===== src/rtl/core/pbc_pkg.sv =====
// Package for the parabolic blending curve evaluator: widths, request and
// status codes, sequencer states, the multiplier control bundle and helpers.
// No dependencies.
package pbc_pkg;

   // Default parameter values
   localparam int MAX_POINTS_DEF = 64;
   localparam int COORD_BITS_DEF = 32;

   // Fixed field widths
   localparam int KNOT_W = 17;
   localparam int IDX_W  = 6;
   localparam int OUT_W  = 32;
   localparam int WFRAC  = 28;

   // Multiplier and accumulator widths
   localparam int MAG_W  = 64;
   localparam int HALF_W = 32;
   localparam int ACC_W  = 128;

   // Divider widths and polynomial term width
   localparam int DVD_W  = 64;
   localparam int DVS_W  = 36;
   localparam int POLY_W = 36;

   // Request codes
   localparam logic [1:0] REQ_LOAD = 2'd0;
   localparam logic [1:0] REQ_EVAL = 2'd1;
   localparam logic [1:0] REQ_EDIT = 2'd2;

   // Status codes
   localparam logic [1:0] STAT_OK      = 2'd0;
   localparam logic [1:0] STAT_DOMAIN  = 2'd1;
   localparam logic [1:0] STAT_NUMERIC = 2'd2;

   // Control bundle for the shared multiply-accumulate unit
   typedef struct packed {
      logic start;
      logic clear;
      logic neg;
   } pbc_mac_ctl_type;

   // Sequencer states
   typedef enum logic [4:0] {
      ST_IDLE,
      ST_EDIT_RD,
      ST_EDIT_WR,
      ST_SRCH_RD,
      ST_SRCH_CHK,
      ST_SPAN,
      ST_KN_RD,
      ST_KN_CAP,
      ST_POLY,
      ST_DEN_CHK,
      ST_DIV_GO,
      ST_DIV_WAIT,
      ST_CO_RD,
      ST_MAC_GO,
      ST_MAC_WAIT,
      ST_LG_RND,
      ST_T_GO,
      ST_T_WAIT,
      ST_BL_GO,
      ST_BL_WAIT,
      ST_BL_RND,
      ST_DONE
   } pbc_state_type;

   // Signed difference of two unsigned parameters
   function automatic logic signed [KNOT_W:0] kdiff(input logic [KNOT_W-1:0] a,
                                                    input logic [KNOT_W-1:0] b);
      return $signed({1'b0, a}) - $signed({1'b0, b});
   endfunction

   // Magnitude of a signed 64-bit value
   function automatic logic [MAG_W-1:0] mag64(input logic signed [MAG_W-1:0] v);
      return v[MAG_W-1] ? MAG_W'(-v) : MAG_W'(v);
   endfunction

endpackage


===== src/rtl/core/pbc_mac.sv =====
// Shared multiply-accumulate unit: 64x64 magnitude product as four 32x32
// partial products, signed accumulation into a 128-bit register.
// Depends on pbc_pkg.
module pbc_mac (
   input  logic                              clock,
   input  logic                              reset,
   input  pbc_pkg::pbc_mac_ctl_type          ctl,
   input  logic [pbc_pkg::MAG_W-1:0]         a_mag,
   input  logic [pbc_pkg::MAG_W-1:0]         b_mag,
   output logic                              busy,
   output logic signed [pbc_pkg::ACC_W-1:0]  acc
);
   import pbc_pkg::*;

   logic                     run_ff, run_in;
   logic [1:0]               step_ff, step_in;
   logic [MAG_W-1:0]         a_ff, a_in;
   logic [MAG_W-1:0]         b_ff, b_in;
   logic                     neg_ff, neg_in;
   logic [2*HALF_W-1:0]      pp_ff, pp_in;
   logic [1:0]               sh_ff, sh_in;
   logic                     pp_vld_ff, pp_vld_in;
   logic signed [ACC_W-1:0]  acc_ff, acc_in;
   logic [HALF_W-1:0]        a_part;
   logic [HALF_W-1:0]        b_part;
   logic signed [ACC_W-1:0]  term;

   // Partial product stage, then shifted add stage
   always_comb begin
      a_part    = step_ff[0] ? a_ff[MAG_W-1:HALF_W] : a_ff[HALF_W-1:0];
      b_part    = step_ff[1] ? b_ff[MAG_W-1:HALF_W] : b_ff[HALF_W-1:0];
      term      = $signed(ACC_W'(pp_ff) << {sh_ff, 5'b0});
      run_in    = run_ff;
      step_in   = step_ff;
      a_in      = a_ff;
      b_in      = b_ff;
      neg_in    = neg_ff;
      pp_in     = pp_ff;
      sh_in     = sh_ff;
      pp_vld_in = 1'b0;
      acc_in    = acc_ff;
      if (ctl.start) begin
         run_in  = 1'b1;
         step_in = '0;
         a_in    = a_mag;
         b_in    = b_mag;
         neg_in  = ctl.neg;
      end else if (run_ff) begin
         pp_in     = a_part * b_part;
         sh_in     = 2'(step_ff[0]) + 2'(step_ff[1]);
         pp_vld_in = 1'b1;
         step_in   = step_ff + 2'd1;
         if (step_ff == 2'd3) begin
            run_in = 1'b0;
         end
      end
      if (ctl.clear) begin
         acc_in = '0;
      end else if (pp_vld_ff) begin
         acc_in = neg_ff ? (acc_ff - term) : (acc_ff + term);
      end
   end

   always_ff @(posedge clock) begin
      if (reset) begin
         run_ff    <= 1'b0;
         pp_vld_ff <= 1'b0;
      end else begin
         run_ff    <= run_in;
         pp_vld_ff <= pp_vld_in;
      end
      step_ff <= step_in;
      a_ff    <= a_in;
      b_ff    <= b_in;
      neg_ff  <= neg_in;
      pp_ff   <= pp_in;
      sh_ff   <= sh_in;
      acc_ff  <= acc_in;
   end

   assign busy = run_ff | pp_vld_ff;
   assign acc  = acc_ff;

endmodule


===== config.mk =====
export PLATFORM = sky130hd
export DESIGN_NAME = pbc_mac
export DESIGN_NICKNAME = d
export VERILOG_FILES = /design/src/rtl/core/pbc_pkg.sv /design/src/rtl/core/pbc_mac.sv
export SDC_FILE = /design/constraint.sdc
export NUM_CORES = 2
export LEC_CHECK = 0
export ABC_AREA = 1
export BUFFER_PORTS_ARGS = -buffer_cell sky130_fd_sc_hd__buf_2
export CAP_MARGIN = 0
export CORE_MARGIN = 2
export CORE_UTILIZATION = 40
export DETAILED_ROUTE_END_ITERATION = 12
export PLACE_DENSITY = 0.55
export SETUP_SLACK_MARGIN = 0.5
export SKIP_CTS_REPAIR_TIMING = 1
export SYNTH_ARGS = -nofsm -noshare
export SYNTH_HDL_FRONTEND = slang
export SYNTH_SLANG_ARGS = --single-unit
export TNS_END_PERCENT = 30

===== constraint.sdc =====
create_clock -name clock -period 10.1 [get_ports clock]
set_input_delay 2.525 -clock clock [delete_from_list [all_inputs] [get_ports clock]]
set_output_delay 2.525 -clock clock [all_outputs]
set_load 0.05 [all_outputs]

==> metrics.yaml <==
timing:
  setup-tns-final_ps: 0
  final_hold_viol_count: 0
  worst_slew_pin_slew_ps: 1182
  fmax_mhz: 110.4
  period_share_pct: 89.69
  rsz0062_at_grt: "no"
  fin_crit_ps: 9059
  setup_viol: 0
  finalClockSkew_ps: 62.76
  slew_viol_final: 0
  relSlewSlack_pct: 20.38
place:
  portBuffers: 261
  hpwl_um: 227900
  place_congestion: 1.027
drt:
  vias: 56700
  drc: 0
  dr.max_layer_used: "met5"
  wl_um: 271800
  wl_per_cell_um: 25.46
  vias_per_cell: 5.311
  dr_wl_met3_um: 18860
  drt_iter0_markers: 4551
  first_pass_iters: 6
  wl_met2_um: 127700
  met1Wirelength_um: 100400
  detail-route-antenna-nets: 0
grt:
  grt_pass1_wl_um: 390600
  grt_pass1_vias: 58380
  grt_max_degree: 91
  antenna_found_initial: 4
  track_usage_pct: 34.64
  overflow: 0
status:
  outcome: "completed"
clock_network:
  cts.sink_count: 327
  cts_tree: "built"
  htree_levels: 2
  worst_skew_pair.late_latency_ps: 680
  cts-buffers-inserted: 47
  ctsRootBufferMaster: "clkbuf_16"
  clk_pin_slew_ps: 60
  cts_max_path_buffers: 3
worst_setup_path:
  crit_arrival_ps: 9420
  critical_path_buf_inv_count: 4
  max_stage_delay_ps: 860
  crit_path_end_kind: "flip-flop"
  crit_fanout: 66
  slowest_stage: "dfxtp_4"
  cp_top_family: "adder cells"
  cp_cell_sequence: "nand2_1, o21ai_2, buf_4, inv_1, nand2_1, fa_1, fa_1, fa_1, fa_1, inv_1, fa_1, fa_1, fa_1, fa_1, ha_1, nand2_1, o21ai_0, a21oi_1, o21ai_0, inv_1, o21ai_0, xor2_1"
  crit_path_frequent_cell: "fa_1"
  required_ps: 10460
  path_class: "reg2reg"
  startpoint_type: "flip-flop"
synthesis:
  synth.distinct_cells: 55
  synth_cells: 8441
  syn_area_per_cell_um2: 7.215
  async_reset_ff_share_pct: 0
  syn_nets: 9863
  synth_edf_count: 195
  synth_ff_type: "edfxtp_1"
  synth_seq_area_share_pct: 13.95
  syn_area_mm2: 0.06090
  yosys_register_bits: 327
  yosys_warnings: 0
floorplan:
  row_count: 143
  initial_core_util_pct: 40.19
  dieArea_mm2: 0.1554
  core_area_mm2: 0.1515
  die_w_um: 394.2
  top_level_ports: 262
  fp.dieH_um: 394.2
final_layout:
  register_area_mm2: 0.008509
  synthToLayoutAreaGrowth_pct: 8.873
  fill_cells: 15920
  finalNetCount: 10030
  mostFrequentLayoutCells: "1765 x inv_1, 1546 x nor2_1, 1532 x nand2_1"
  layout_commonest_cell: "inv_1"
  multi_input_area_mm2: 0.04475
  drive_above_1_share_pct: 6.768
job:
  max-cap-violations: 0
hold_path:
  hold_class: "reg2reg"
## flip-flops by register name, summed over array words and instances (netlist names)
register	count
neg_ff	1
pp_vld_ff	1
sh_ff	2
run_ff	1
step_ff	2
acc	128
pp_ff	64
b_ff	64
a_ff	64
## cells in the mapped netlist, types with 22 or more instances
master,count,share of area [%]
dfxtp_1,132,4.3
nor2_1,1547,9.5
inv_1,1767,11
nor3_1,72,0.59
a21o_1,40,0.49
nand4_1,43,0.44
clkinv_1,22,0.14
a31oi_1,22,0.23
o21ai_1,60,0.49
a21oi_1,376,3.1
o21ai_0,331,2.7
clkbuf_1,197,1.2
xnor2_1,58,0.83
ha_1,392,8.1
fa_1,897,29
edfxtp_1,195,9.6
nand3_2,30,0.49
xor2_1,188,2.7
buf_1,28,0.17
nand2_1,1532,9.4
nand3_1,314,2.6
o21bai_1,34,0.42
## worst reg2reg max path, delay by kind of cell (launching register included)
kind,cells,cell delay (ps)
AOI/OAI and AO/OA,5,1200
DFF,1,860
adders and majority gates,9,4470
buffers and inverters,4,1160
and+or+nand+nor,3,600
xor gates and xnor gates,1,490
## cell type report
| class | instances | area share, % |
|---|---|---|
| Tap cell | 2030 | 3.830 |
| Sequential cell | 327 | 12.83 |
| Antenna cell | 2 | 0.007548 |
| Timing Repair Buffer | 370 | 3.217 |
| Inverter | 1801 | 10.21 |
| Clock inverter | 26 | 0.4057 |
| Clock buffer | 61 | 2.006 |
| Multi-Input combinational cell | 6059 | 67.49 |
## kinds of logic after synthesis
kind of cell | synth area share [%]
AND/OR/NAND/NOR | 23.98
buffers and inverters | 12.91
adder cells (fa/ha/maj) | 37.54
AO/OA/AOI/OAI | 8.090
flip-flops | 13.95
XOR/XNOR | 3.538
## metrics by stage
step	util, %	hold slack (ps)	cell area [um^2]	cells	worst slack (ps)
after floorplan	-	463.0	60900	8441	2454
after global placement	42.69	512.6	64700	10590	856.4
after detailed placement	42.69	521.4	64700	10590	962.8
after CTS	43.75	532.9	66300	10670	874.9
after global routing	43.75	565.7	66310	10680	780.2
final	43.75	540.4	66310	10680	1041
## metal layers
layer,global-route usage (%),vias to the layer above
li1,-,25960
met1,39.67,27430
met2,58.69,2512
met3,5.308,785
met4,25.51,4
met5,0,-
## path summary, 6_finish.rpt
| path | slack (ps) | endpoint | start | cells after the start |
|---|---|---|---|---|
| worst min register to register | 540 | acc[127]$_SDFFE_PP0P_ | acc[127]$_SDFFE_PP0P_ | 4 |
| worst max register to register | 1040 | pp_ff[42]$_DFFE_PP_ | step_ff[0]$_SDFFE_PP0P_ | 22 |
| worst max-delay path | 1040 | pp_ff[42]$_DFFE_PP_ | step_ff[0]$_SDFFE_PP0P_ | 22 |
| worst min-delay path | 540 | acc[127]$_SDFFE_PP0P_ | acc[127]$_SDFFE_PP0P_ | 4 |
Power is left out: the tool's default activity adds up to more than one toggle a clock period on the data nets, which glitch-free logic cannot reach.
