[src/rtl/core/pbc_pkg.sv]
// Package for the parabolic blending curve evaluator: widths, request and
// status codes, sequencer states, the multiplier control bundle and helpers.
// No dependencies.
package pbc_pkg;

   // Default parameter values
   localparam int MAX_POINTS_DEF = 64;
   localparam int COORD_BITS_DEF = 32;

   // Fixed field widths
   localparam int KNOT_W = 17;
   localparam int IDX_W  = 6;
   localparam int OUT_W  = 32;
   localparam int WFRAC  = 28;

   // Multiplier and accumulator widths
   localparam int MAG_W  = 64;
   localparam int HALF_W = 32;
   localparam int ACC_W  = 128;

   // Divider widths and polynomial term width
   localparam int DVD_W  = 64;
   localparam int DVS_W  = 36;
   localparam int POLY_W = 36;

   // Request codes
   localparam logic [1:0] REQ_LOAD = 2'd0;
   localparam logic [1:0] REQ_EVAL = 2'd1;
   localparam logic [1:0] REQ_EDIT = 2'd2;

   // Status codes
   localparam logic [1:0] STAT_OK      = 2'd0;
   localparam logic [1:0] STAT_DOMAIN  = 2'd1;
   localparam logic [1:0] STAT_NUMERIC = 2'd2;

   // Control bundle for the shared multiply-accumulate unit
   typedef struct packed {
      logic start;
      logic clear;
      logic neg;
   } pbc_mac_ctl_type;

   // Sequencer states
   typedef enum logic [4:0] {
      ST_IDLE,
      ST_EDIT_RD,
      ST_EDIT_WR,
      ST_SRCH_RD,
      ST_SRCH_CHK,
      ST_SPAN,
      ST_KN_RD,
      ST_KN_CAP,
      ST_POLY,
      ST_DEN_CHK,
      ST_DIV_GO,
      ST_DIV_WAIT,
      ST_CO_RD,
      ST_MAC_GO,
      ST_MAC_WAIT,
      ST_LG_RND,
      ST_T_GO,
      ST_T_WAIT,
      ST_BL_GO,
      ST_BL_WAIT,
      ST_BL_RND,
      ST_DONE
   } pbc_state_type;

   // Signed difference of two unsigned parameters
   function automatic logic signed [KNOT_W:0] kdiff(input logic [KNOT_W-1:0] a,
                                                    input logic [KNOT_W-1:0] b);
      return $signed({1'b0, a}) - $signed({1'b0, b});
   endfunction

   // Magnitude of a signed 64-bit value
   function automatic logic [MAG_W-1:0] mag64(input logic signed [MAG_W-1:0] v);
      return v[MAG_W-1] ? MAG_W'(-v) : MAG_W'(v);
   endfunction

endpackage

[src/rtl/core/pbc_div.sv]
// Radix-2 restoring divider, one quotient bit per cycle.
// Depends on pbc_pkg.
module pbc_div (
   input  logic                       clock,
   input  logic                       reset,
   input  logic                       start,
   input  logic [pbc_pkg::DVD_W-1:0]  dividend,
   input  logic [pbc_pkg::DVS_W-1:0]  divisor,
   output logic                       busy,
   output logic [pbc_pkg::DVD_W-1:0]  quotient
);
   import pbc_pkg::*;

   localparam int CNT_W = $clog2(DVD_W + 1);

   logic             run_ff, run_in;
   logic [CNT_W-1:0] cnt_ff, cnt_in;
   logic [DVS_W-1:0] rem_ff, rem_in;
   logic [DVS_W-1:0] dvs_ff, dvs_in;
   logic [DVD_W-1:0] quo_ff, quo_in;
   logic [DVS_W:0]   trial;
   logic [DVS_W:0]   diff;
   logic             fits;

   // One shift-subtract step
   always_comb begin
      trial  = {rem_ff, quo_ff[DVD_W-1]};
      diff   = trial - {1'b0, dvs_ff};
      fits   = (trial >= {1'b0, dvs_ff});
      run_in = run_ff;
      cnt_in = cnt_ff;
      rem_in = rem_ff;
      dvs_in = dvs_ff;
      quo_in = quo_ff;
      if (start) begin
         run_in = 1'b1;
         cnt_in = CNT_W'(DVD_W);
         rem_in = '0;
         dvs_in = divisor;
         quo_in = dividend;
      end else if (run_ff) begin
         rem_in = fits ? diff[DVS_W-1:0] : trial[DVS_W-1:0];
         quo_in = {quo_ff[DVD_W-2:0], fits};
         cnt_in = cnt_ff - CNT_W'(1);
         if (cnt_ff == CNT_W'(1)) begin
            run_in = 1'b0;
         end
      end
   end

   always_ff @(posedge clock) begin
      if (reset) begin
         run_ff <= 1'b0;
         cnt_ff <= '0;
      end else begin
         run_ff <= run_in;
         cnt_ff <= cnt_in;
      end
      rem_ff <= rem_in;
      dvs_ff <= dvs_in;
      quo_ff <= quo_in;
   end

   assign busy     = run_ff;
   assign quotient = quo_ff;

endmodule

[config.mk]
export PLATFORM = sky130hd
export DESIGN_NAME = pbc_div
export DESIGN_NICKNAME = d
export VERILOG_FILES = /design/src/rtl/core/pbc_pkg.sv /design/src/rtl/core/pbc_div.sv
export SDC_FILE = /design/constraint.sdc
export NUM_CORES = 1
export LEC_CHECK = 0
export BUFFER_PORTS_ARGS = -buffer_cell sky130_fd_sc_hd__buf_2
export CAP_MARGIN = 20
export CORE_MARGIN = 2
export CORE_UTILIZATION = 60
export CTS_CLUSTER_SIZE = 25
export DETAILED_ROUTE_END_ITERATION = 16
export PLACE_DENSITY = 0.88
export SLEW_MARGIN = 20
export SYNTH_ARGS = -nofsm -noshare
export SYNTH_HDL_FRONTEND = slang
export SYNTH_SLANG_ARGS = --single-unit
export TNS_END_PERCENT = 50
[constraint.sdc]
create_clock -name clock -period 7.4 [get_ports clock]
set_clock_uncertainty 0.15 [all_clocks]
set_input_delay 0.37 -clock clock [delete_from_list [all_inputs] [get_ports clock]]
set_output_delay 0.37 -clock clock [all_outputs]
set_load 0.01 [all_outputs]
==> results_dict.tcl, run 1 <==
set metrics [dict create \
    cp-end-kind "register" \
    vias_per_cell 5.84 \
    finalHoldViolations 0 \
    period_minus_slack_ns 3.59 \
    grt_max_degree 76 \
    syn_avg_cell_area_sq_um 10.6 \
    areaGrowthSynthToFinish_pct 24.5 \
    io_buffers 167 \
    ys_seq_area_share_pct 49.1 \
    hold_ws_ns 0.0813 \
    antenna_found_initial 2 \
    synth_compound_area_share_pct 16.1 \
    rows 41 \
    synthMuxAreaShare_pct 9.23 \
    critical_path_required_ns 7.59 \
    maxCapViolations 0 \
    vias 6576 \
    synth_top_area_share_pct 37.9 \
    max_slew_margin_pct 39.4 \
    status "complete, no violations" \
    die_area_sq_mm 0.0141 \
    drive_above_1_share_pct 29.3 \
    synth_flop_cell "edfxtp_1" \
    grt_pass1_wl_um 32600 \
    synth_area_leaders "edfxtp_1, dfxtp_1, mux2_2" \
    rsz0062_at_grt "no" \
    fp.coreArea_sq_mm 0.0128 \
    cts_tree "built" \
    path_max_fanout 17 \
    die_w_um 119 \
    antenna_left 0 \
    clockRootBuffer "clkbuf_16" \
    synthDistinctLibCells 58 \
    path_class "register to register" \
    p_leak_nw 4.22 \
    tightest_slew_ns 0.907 \
    async_flop_share_pct 0 \
    die_y_um 119 \
    max-clock-path-buffers 2 \
    drc 0 \
    gp_congestion 0.916 \
    p_per_area_mw_per_mm2 247 \
    synth_xor_area_share_pct 2.88 \
    io_pins 168 \
    startpoint_type "register" \
    wl_met2_um 10200 \
    dr.pass1.iters 5 \
    setup_viol 0 \
    cts-resized-gates 0 \
    hold_buffers 37 \
    cts_max_level 4 \
    synthAdderAreaFrac_pct 6.26 \
    clk_pin_slew_ns 0.07 \
    place_hpwl_um 13500 \
    yosysMostFrequentCell "edfxtp_1" \
    yosys.area.top_type "edfxtp_1" \
    cts_sinks 144 \
    top_layer_used "met5" \
    nNetsFinal 1082 \
    critical_path_arrival_ns 3.79 \
    clk_latency_ns 0.44 \
    grt_usage_pct 29.4 \
    ys_seq_elements 144 \
    gr-total-overflow 0 \
    fmax_ghz 0.278 \
    first_iter_violations 587 \
    hp-class "input pin to register" \
    finalMaxSlewViolations 0 \
    numCtsBuffers 17 \
    syn_nets 891 \
    syn-instance-count 749 \
    netlist_area_sq_mm 0.00791 \
    synth-edff-count 100 \
    met3_length_um 1470 \
    finalSetupTns_ns 0 \
    synth_common_cells "edfxtp_1, nand2_1, mux2_2" \
    synth-simple-area-share_pct 12.2 \
    routedWlPerCell_um 18.3 \
    drt-met1-wl_um 8280 \
    ys_warn_count 0 \
    ir_drop_uv 270 \
    synth_top_family_by_area "compound AO/OA/AOI/OAI gates" \
    drt-total-wl_um 20600 \
    first_global_vias 6576 \
    initial_core_util_pct 62.0 \
    post_cts_buffers 0 \
    finalCritPeriodShare_pct 48.6 \
]
-- final cells by class --
cell class                 count  area (sq um)
tap                          172           215
sequential                   144          3880
fill                         793          2920
timing repair buffer         209          1250
inverter                      46           173
multi-input combinational    522          3690
clock inverter                13           200
antenna                        1          2.50
clock buffer                  19           443
-- sequential cells by signal, summed over array words and instances, names as in the netlist --
| name | cells |
|---|---|
| busy | 1 |
| cnt_ff | 7 |
| dvs_ff | 36 |
| quotient | 64 |
| rem_ff | 36 |
-- placed cells by master, fill, tap and decap left out, types with 37 or more instances in the layout --
cell,n
ha_1,38
a21oi_1,39
nor2_1,56
edfxtp_1,100
inv_1,46
dlygate4sd3_1,37
dfxtp_1,43
mux2_2,64
buf_2,166
nand2_1,81
-- report_power, final --
group          internal [mW]  leakage, nW  total, mW  switching (mW)
registers              0.949         1.36      0.994          0.0444
logic                  0.214         2.56      0.500           0.286
clock network          0.581        0.304      0.944           0.364
-- worst paths after layout --
check                             startpoint           end  slack [ns]  depth (start not counted)
worst min register to register     rem_ff[3]     rem_ff[4]        0.35                          2
worst max register to register    dvs_ff[10]     rem_ff[9]        3.81                         11
worst min-delay path            dividend[25]  quotient[25]        0.08                          2
worst max-delay path              dvs_ff[10]     rem_ff[9]        3.81                         11
-- cells by family after synthesis --
kind of cell,Yosys count
mux,65
xor+xnor,26
simple gates,210
buf+inv,83
flops,144
compound gates,182
fa+ha+maj,39
-- layer usage --
layer,vias to the layer above,global-route usage (%)
met5,-,0
met2,248,49.5
met1,3123,35.1
li1,3151,-
met3,52,8.72
met4,2,12.5
-- critical path, stage by stage (launching register included) --
cell,delay [ns]
edfxtp_1,0.33
inv_1,0.04
ha_1,0.42
nand2_1,0.11
nor4_1,0.51
nand3_1,0.13
o31ai_1,0.22
a221o_1,0.31
or2_1,0.53
buf_4,0.35
o211ai_1,0.12
a311oi_1,0.28
-- per-stage QoR --
step | cell area, sq um | setup WS (ns) | cells | util (%) | power [mW]
6_report | 9860 | 3.81 | 1126 | 77.2 | 2.44
5_1_grt | 9860 | 3.42 | 1126 | 77.2 | 2.53
4_1_cts | 9850 | 3.82 | 1125 | 77.1 | 2.43
3_5_place_dp | 8840 | 3.82 | 1056 | 69.2 | 1.48
3_3_place_gp | 8840 | 3.95 | 1056 | 69.2 | 1.46
2_1_floorplan | 7910 | 4.36 | 749 | - | 1.34
Power figures use the tool's default switching activity.
==> inputs of run 2 (changes only) <==
- CORE_UTILIZATION: 60 -> 50
- PLACE_DENSITY: 0.88 -> 0.78
- clock period: 7.4 -> 3.3 ns (I/O delays scaled with it)
==> run 2 against run 1 <==
Compared with the run above:
- combinational power grew 140%
- clock power grew 110%
- register-to-register slack lost 3.7 ns
- wire length grew 6.1%
- via count grew 5.4%
- critical path type unchanged
- largest power group unchanged
==> results_dict.tcl, run 2 (synthesized netlist as in run 1, its figures left out) <==
set metrics [dict create \
    dp_cells 1105 \
    grt_max_degree 130 \
    io_pins 168 \
    cts_max_level 4 \
    clockRootBuffer "clkbuf_16" \
    first_iter_violations 506 \
    critical_path_arrival_ns 3.37 \
    p_int_mw 3.77 \
    finish.utilization_pct 69.4 \
    max_slew_margin_pct 51.7 \
    nNetsFinal 1156 \
    finalHoldViolations 0 \
    switchingPower_mw 1.64 \
    setup_ws_ns 0.106 \
    rsz0062_at_grt "yes" \
    path_class "register to register" \
    tightest_slew_ns 0.724 \
    final_cell_mix "buf_2, dlygate4sd3_1, edfxtp_1" \
    finalCritPeriodShare_pct 96.8 \
    vias_per_cell 5.60 \
    initial_core_util_pct 51.7 \
    maxCapViolations 0 \
    place_hpwl_um 13600 \
    drive_above_1_share_pct 28.7 \
    reg2reg_from "dvs_ff[22]" \
    clk_pin_slew_ns 0.07 \
    pwr-share-seq_pct 41.3 \
    startpoint_type "register" \
    crit_start "dvs_ff[22]" \
    critical_path_required_ns 3.47 \
    drt-total-wl_um 21800 \
    fp.coreArea_sq_mm 0.0153 \
    areaGrowthSynthToFinish_pct 34.3 \
    antenna_left 0 \
    power_mw 5.41 \
    layout_commonest_cell "buf_2" \
    hp-class "input pin to register" \
    clkPwrFrac_pct 36.1 \
    gp_congestion 0.874 \
    cts_sinks 144 \
    finalMaxSlewViolations 0 \
    hold_ws_ns 0.0215 \
    path_max_fanout 18 \
    setup_viol 0 \
    finalSetupTns_ns 0 \
    numCtsBuffers 17 \
    ir_drop_uv 418 \
    cts_tree "built" \
    die_w_um 130 \
    period_minus_slack_ns 3.19 \
    clk_latency_ns 0.43 \
    cp-end-kind "register" \
    io_buffers 167 \
    gr-total-overflow 0 \
    swShare_pct 30.4 \
    grt_usage_pct 26.2 \
    fmax_ghz 0.313 \
    p_leak_nw 4.54 \
    max-clock-path-buffers 2 \
    grt_pass1_wl_um 34100 \
    hold_start "start" \
    antenna_found_initial 1 \
    dr.pass1.iters 5 \
    status "complete, no violations" \
    combinationalPowerShare_pct 22.6 \
    vias 6934 \
    rows 45 \
    die_area_sq_mm 0.0169 \
    placed_area_sq_mm 0.00900 \
    routedWlPerCell_um 17.6 \
    place_ws_ns 0.0349 \
    finalNonFillerCells 1239 \
    die_y_um 130 \
    largest_reg_flops 64 \
    first_global_vias 6925 \
    final_area_sq_mm 0.0106 \
    p_per_area_mw_per_mm2 509 \
    drc 0 \
]
run 2: final cells by class:
class	count	area, sq um
Multi-Input combinational cell	522	3710
Antenna cell	1	2.50
Sequential cell	144	3880
Timing Repair Buffer	283	2000
Tap cell	211	264
Clock buffer	17	425
Inverter	46	173
Clock inverter	15	169
Fill cell	1139	4690
run 2: critical path, cell delays in order, from the launching register on:
cell	delay (ns)
edfxtp_1	0.39
inv_1	0.08
ha_1	0.23
a21o_1	0.21
a21oi_2	0.17
nor2_1	0.07
o41a_1	0.42
a221o_2	0.43
or2_1	0.27
buf_4	0.21
and3_1	0.19
o31a_1	0.27
run 2: routing by layer:
metal	GRT usage, %	vias to the layer above	part of all wire [%]
met3	7.54	45	7.1
met5	0	-	0.078
met2	44.6	301	50
met1	31.9	3284	41
met4	8.92	2	2.4
li1	-	3302	-
run 2: worst paths after layout:
check | endpoint | slack, ns | cells after the start
setup / recovery | rem_ff[31] | 0.11 | 11
hold / removal | rem_ff[6] | 0.02 | 3
setup reg to reg | rem_ff[31] | 0.11 | 11
hold reg to reg | cnt_ff[0] | 0.34 | 2
run 2: repair_timing:
item / CTS / global route
buffers inserted: 0 / 0
gates resized for setup: 0 / 6
hold buffers: 101 / 0
endpoints found under the hold margin: 108 / 0
endpoints found under the setup margin: 0 / 33
run 2: power groups by stage:
stage | sequential, mW | clock [mW] | combinational [mW]
detailed placement | 2.26 | 0 | 1.09
floorplan | 2.28 | 0 | 0.712
finish | 2.23 | 1.95 | 1.22
CTS | 2.22 | 1.97 | 1.19
global placement | 2.25 | 0 | 1.07
global route | 2.25 | 2.05 | 1.34
==> inputs of run 3 (changes only) <==
--- a/constraint.sdc
+++ b/constraint.sdc
@@ -4,2 +4,2 @@
 set_output_delay 0.165 -clock clock [all_outputs]
-set_load 0.01 [all_outputs]
+set_load 0.02 [all_outputs]
==> run 3 against run 2 <==
Compared with the run above:
- sequential power is essentially flat
- sequential cell count is the same
- final area shrank 0.20%
==> results_dict.tcl, run 3 (synthesized netlist as in run 1, its figures left out) <==
set metrics [dict create \
    status "complete, no violations" \
    finalMaxSlewViolations 0 \
    place_hpwl_um 13500 \
    path_class "register to register" \
    clkPwrFrac_pct 35.0 \
    met3_length_um 1310 \
    pwr-share-seq_pct 41.2 \
    ir_drop_uv 416 \
    initial_core_util_pct 51.7 \
    areaGrowthSynthToFinish_pct 34.0 \
    whs_path_depth 3 \
    grt_pass1_wl_um 34400 \
    dr.pass1.iters 7 \
    critPathMaxStageDelay_ns 0.43 \
    rrSetupSlack_ns 0.15 \
    die_area_sq_mm 0.0169 \
    grt_usage_pct 26.3 \
    finalCritPeriodShare_pct 95.4 \
    clockRootBuffer "clkbuf_16" \
    cts_sinks 144 \
    drive_above_1_share_pct 28.6 \
    grt_max_degree 130 \
    drt-met1-wl_um 9320 \
    multiInputGateArea_sq_mm 0.00371 \
    fill_cells 1123 \
    clk_pin_slew_ns 0.07 \
    p_per_area_mw_per_mm2 511 \
    top_layer_used "met4" \
    gr-total-overflow 0 \
    rows 45 \
    io_buffers 167 \
    vias 6912 \
    maxCapViolations 0 \
    cp_slowest_cell "a221o_2" \
    n_antenna_cell 0 \
    hold_start "start" \
    hold_end "rem_ff[1]" \
    nNetsFinal 1156 \
    place_ws_ns 0.0851 \
    reg2reg_from "dvs_ff[22]" \
    regArea_sq_mm 0.00388 \
    hp-class "input pin to register" \
    numCtsBuffers 17 \
    wl_met2_um 10600 \
    period_minus_slack_ns 3.15 \
    cts_max_level 4 \
    largest_reg_flops 64 \
    startpoint_type "register" \
    die_y_um 130 \
    p_leak_nw 4.52 \
    finalSetupTns_ns 0 \
    gp_congestion 0.875 \
    cts_tree "built" \
    rsz0062_at_grt "no" \
    swShare_pct 30.8 \
    die_w_um 130 \
    max_slew_margin_pct 52.2 \
    switchingPower_mw 1.67 \
    fp.coreArea_sq_mm 0.0153 \
    r2r-end "rem_ff[31]" \
    first_iter_violations 476 \
    tightest_slew_ns 0.718 \
    antenna_found_initial 0 \
    final_cell_mix "buf_2, dlygate4sd3_1, edfxtp_1" \
    combinationalPowerShare_pct 23.7 \
    drc 0 \
    p_int_mw 3.75 \
    clk_latency_ns 0.43 \
    setup_ws_ns 0.153 \
    setup_viol 0 \
    path_max_fanout 18 \
    r2r_cells 11 \
    max-clock-path-buffers 2 \
    fmax_ghz 0.318 \
    layout_commonest_cell "buf_2" \
    drt-total-wl_um 21900 \
    finalHoldViolations 0 \
    vias_per_cell 5.58 \
    routedWlPerCell_um 17.7 \
    cp-end-kind "register" \
    first_global_vias 6825 \
    io_pins 168 \
    critical_path_required_ns 3.48 \
    antenna_left 0 \
    critical_path_arrival_ns 3.32 \
    cp_cell_sequence "inv_1 > ha_1 > a21o_1 > a21oi_2 > nor2_1 > o41a_1 > a221o_2 > or2_1 > buf_4 > and3_1 > o31a_1" \
]
## run 3: worst max-delay path by stage
stage / from / to
global route: dvs_ff[25] / rem_ff[5]
detailed placement: dvs_ff[23] / rem_ff[25]
floorplan: dvs_ff[22] / quotient[0]
CTS: dvs_ff[23] / rem_ff[25]
global placement: dvs_ff[23] / rem_ff[25]
finish: dvs_ff[22] / rem_ff[31]
## run 3: power groups by stage
stage          Sequential (mW)  Clock, mW  Combinational (mW)
2_1_floorplan             2.35          0               0.712
3_3_place_gp              2.25          0                1.14
3_5_place_dp              2.26          0                1.15
4_1_cts                   2.23       1.93                1.25
5_1_grt                   2.25       2.01                1.41
6_report                  2.24       1.90                1.29
## run 3: through the flow
stage	instances	hold slack [ns]	instance area [sq um]	util [%]	power, mW
detailed placement	1105	0.193	9000	58.8	3.41
global route	1238	0.0162	10600	69.3	5.67
floorplan	749	0.0841	7910	-	3.06
finish	1238	0.0112	10600	69.3	5.42
CTS	1238	0.00374	10600	69.1	5.41
global placement	1105	0.192	9000	58.8	3.39
## run 3: layer usage
metal  vias up  global-route usage [%]
met5         -                       0
met3        46                    7.09
li1       3302                       -
met1      3288                    32.9
met4         0                    9.87
met2       276                    43.9
## run 3: layout make-up
cell class              instances  area share, %
multi-input cells             522           35.0
inverters                      46           1.63
well taps                     211           2.49
flip-flops and latches        144           36.6
repair buffers                283           18.9
clock buffers                  18           4.05
clock inverters                14           1.37
## run 3: what timing repair did
item | 4_1_cts | 5_1_grt
setup buffers | 0 | 0
hold buffers | 101 | 0
hold endpoints to repair | 108 | 0
setup endpoints to repair | 0 | 30
gates resized for setup | 0 | 6
## run 3: critical path, delay by kind of cell (launching register included)
family,cells,cell delay (ns)
AOI/OAI and AO/OA,5,1.48
adders and majority gates,1,0.23
DFF,1,0.37
buffers and inverters,2,0.28
and+or+nand+nor,3,0.52
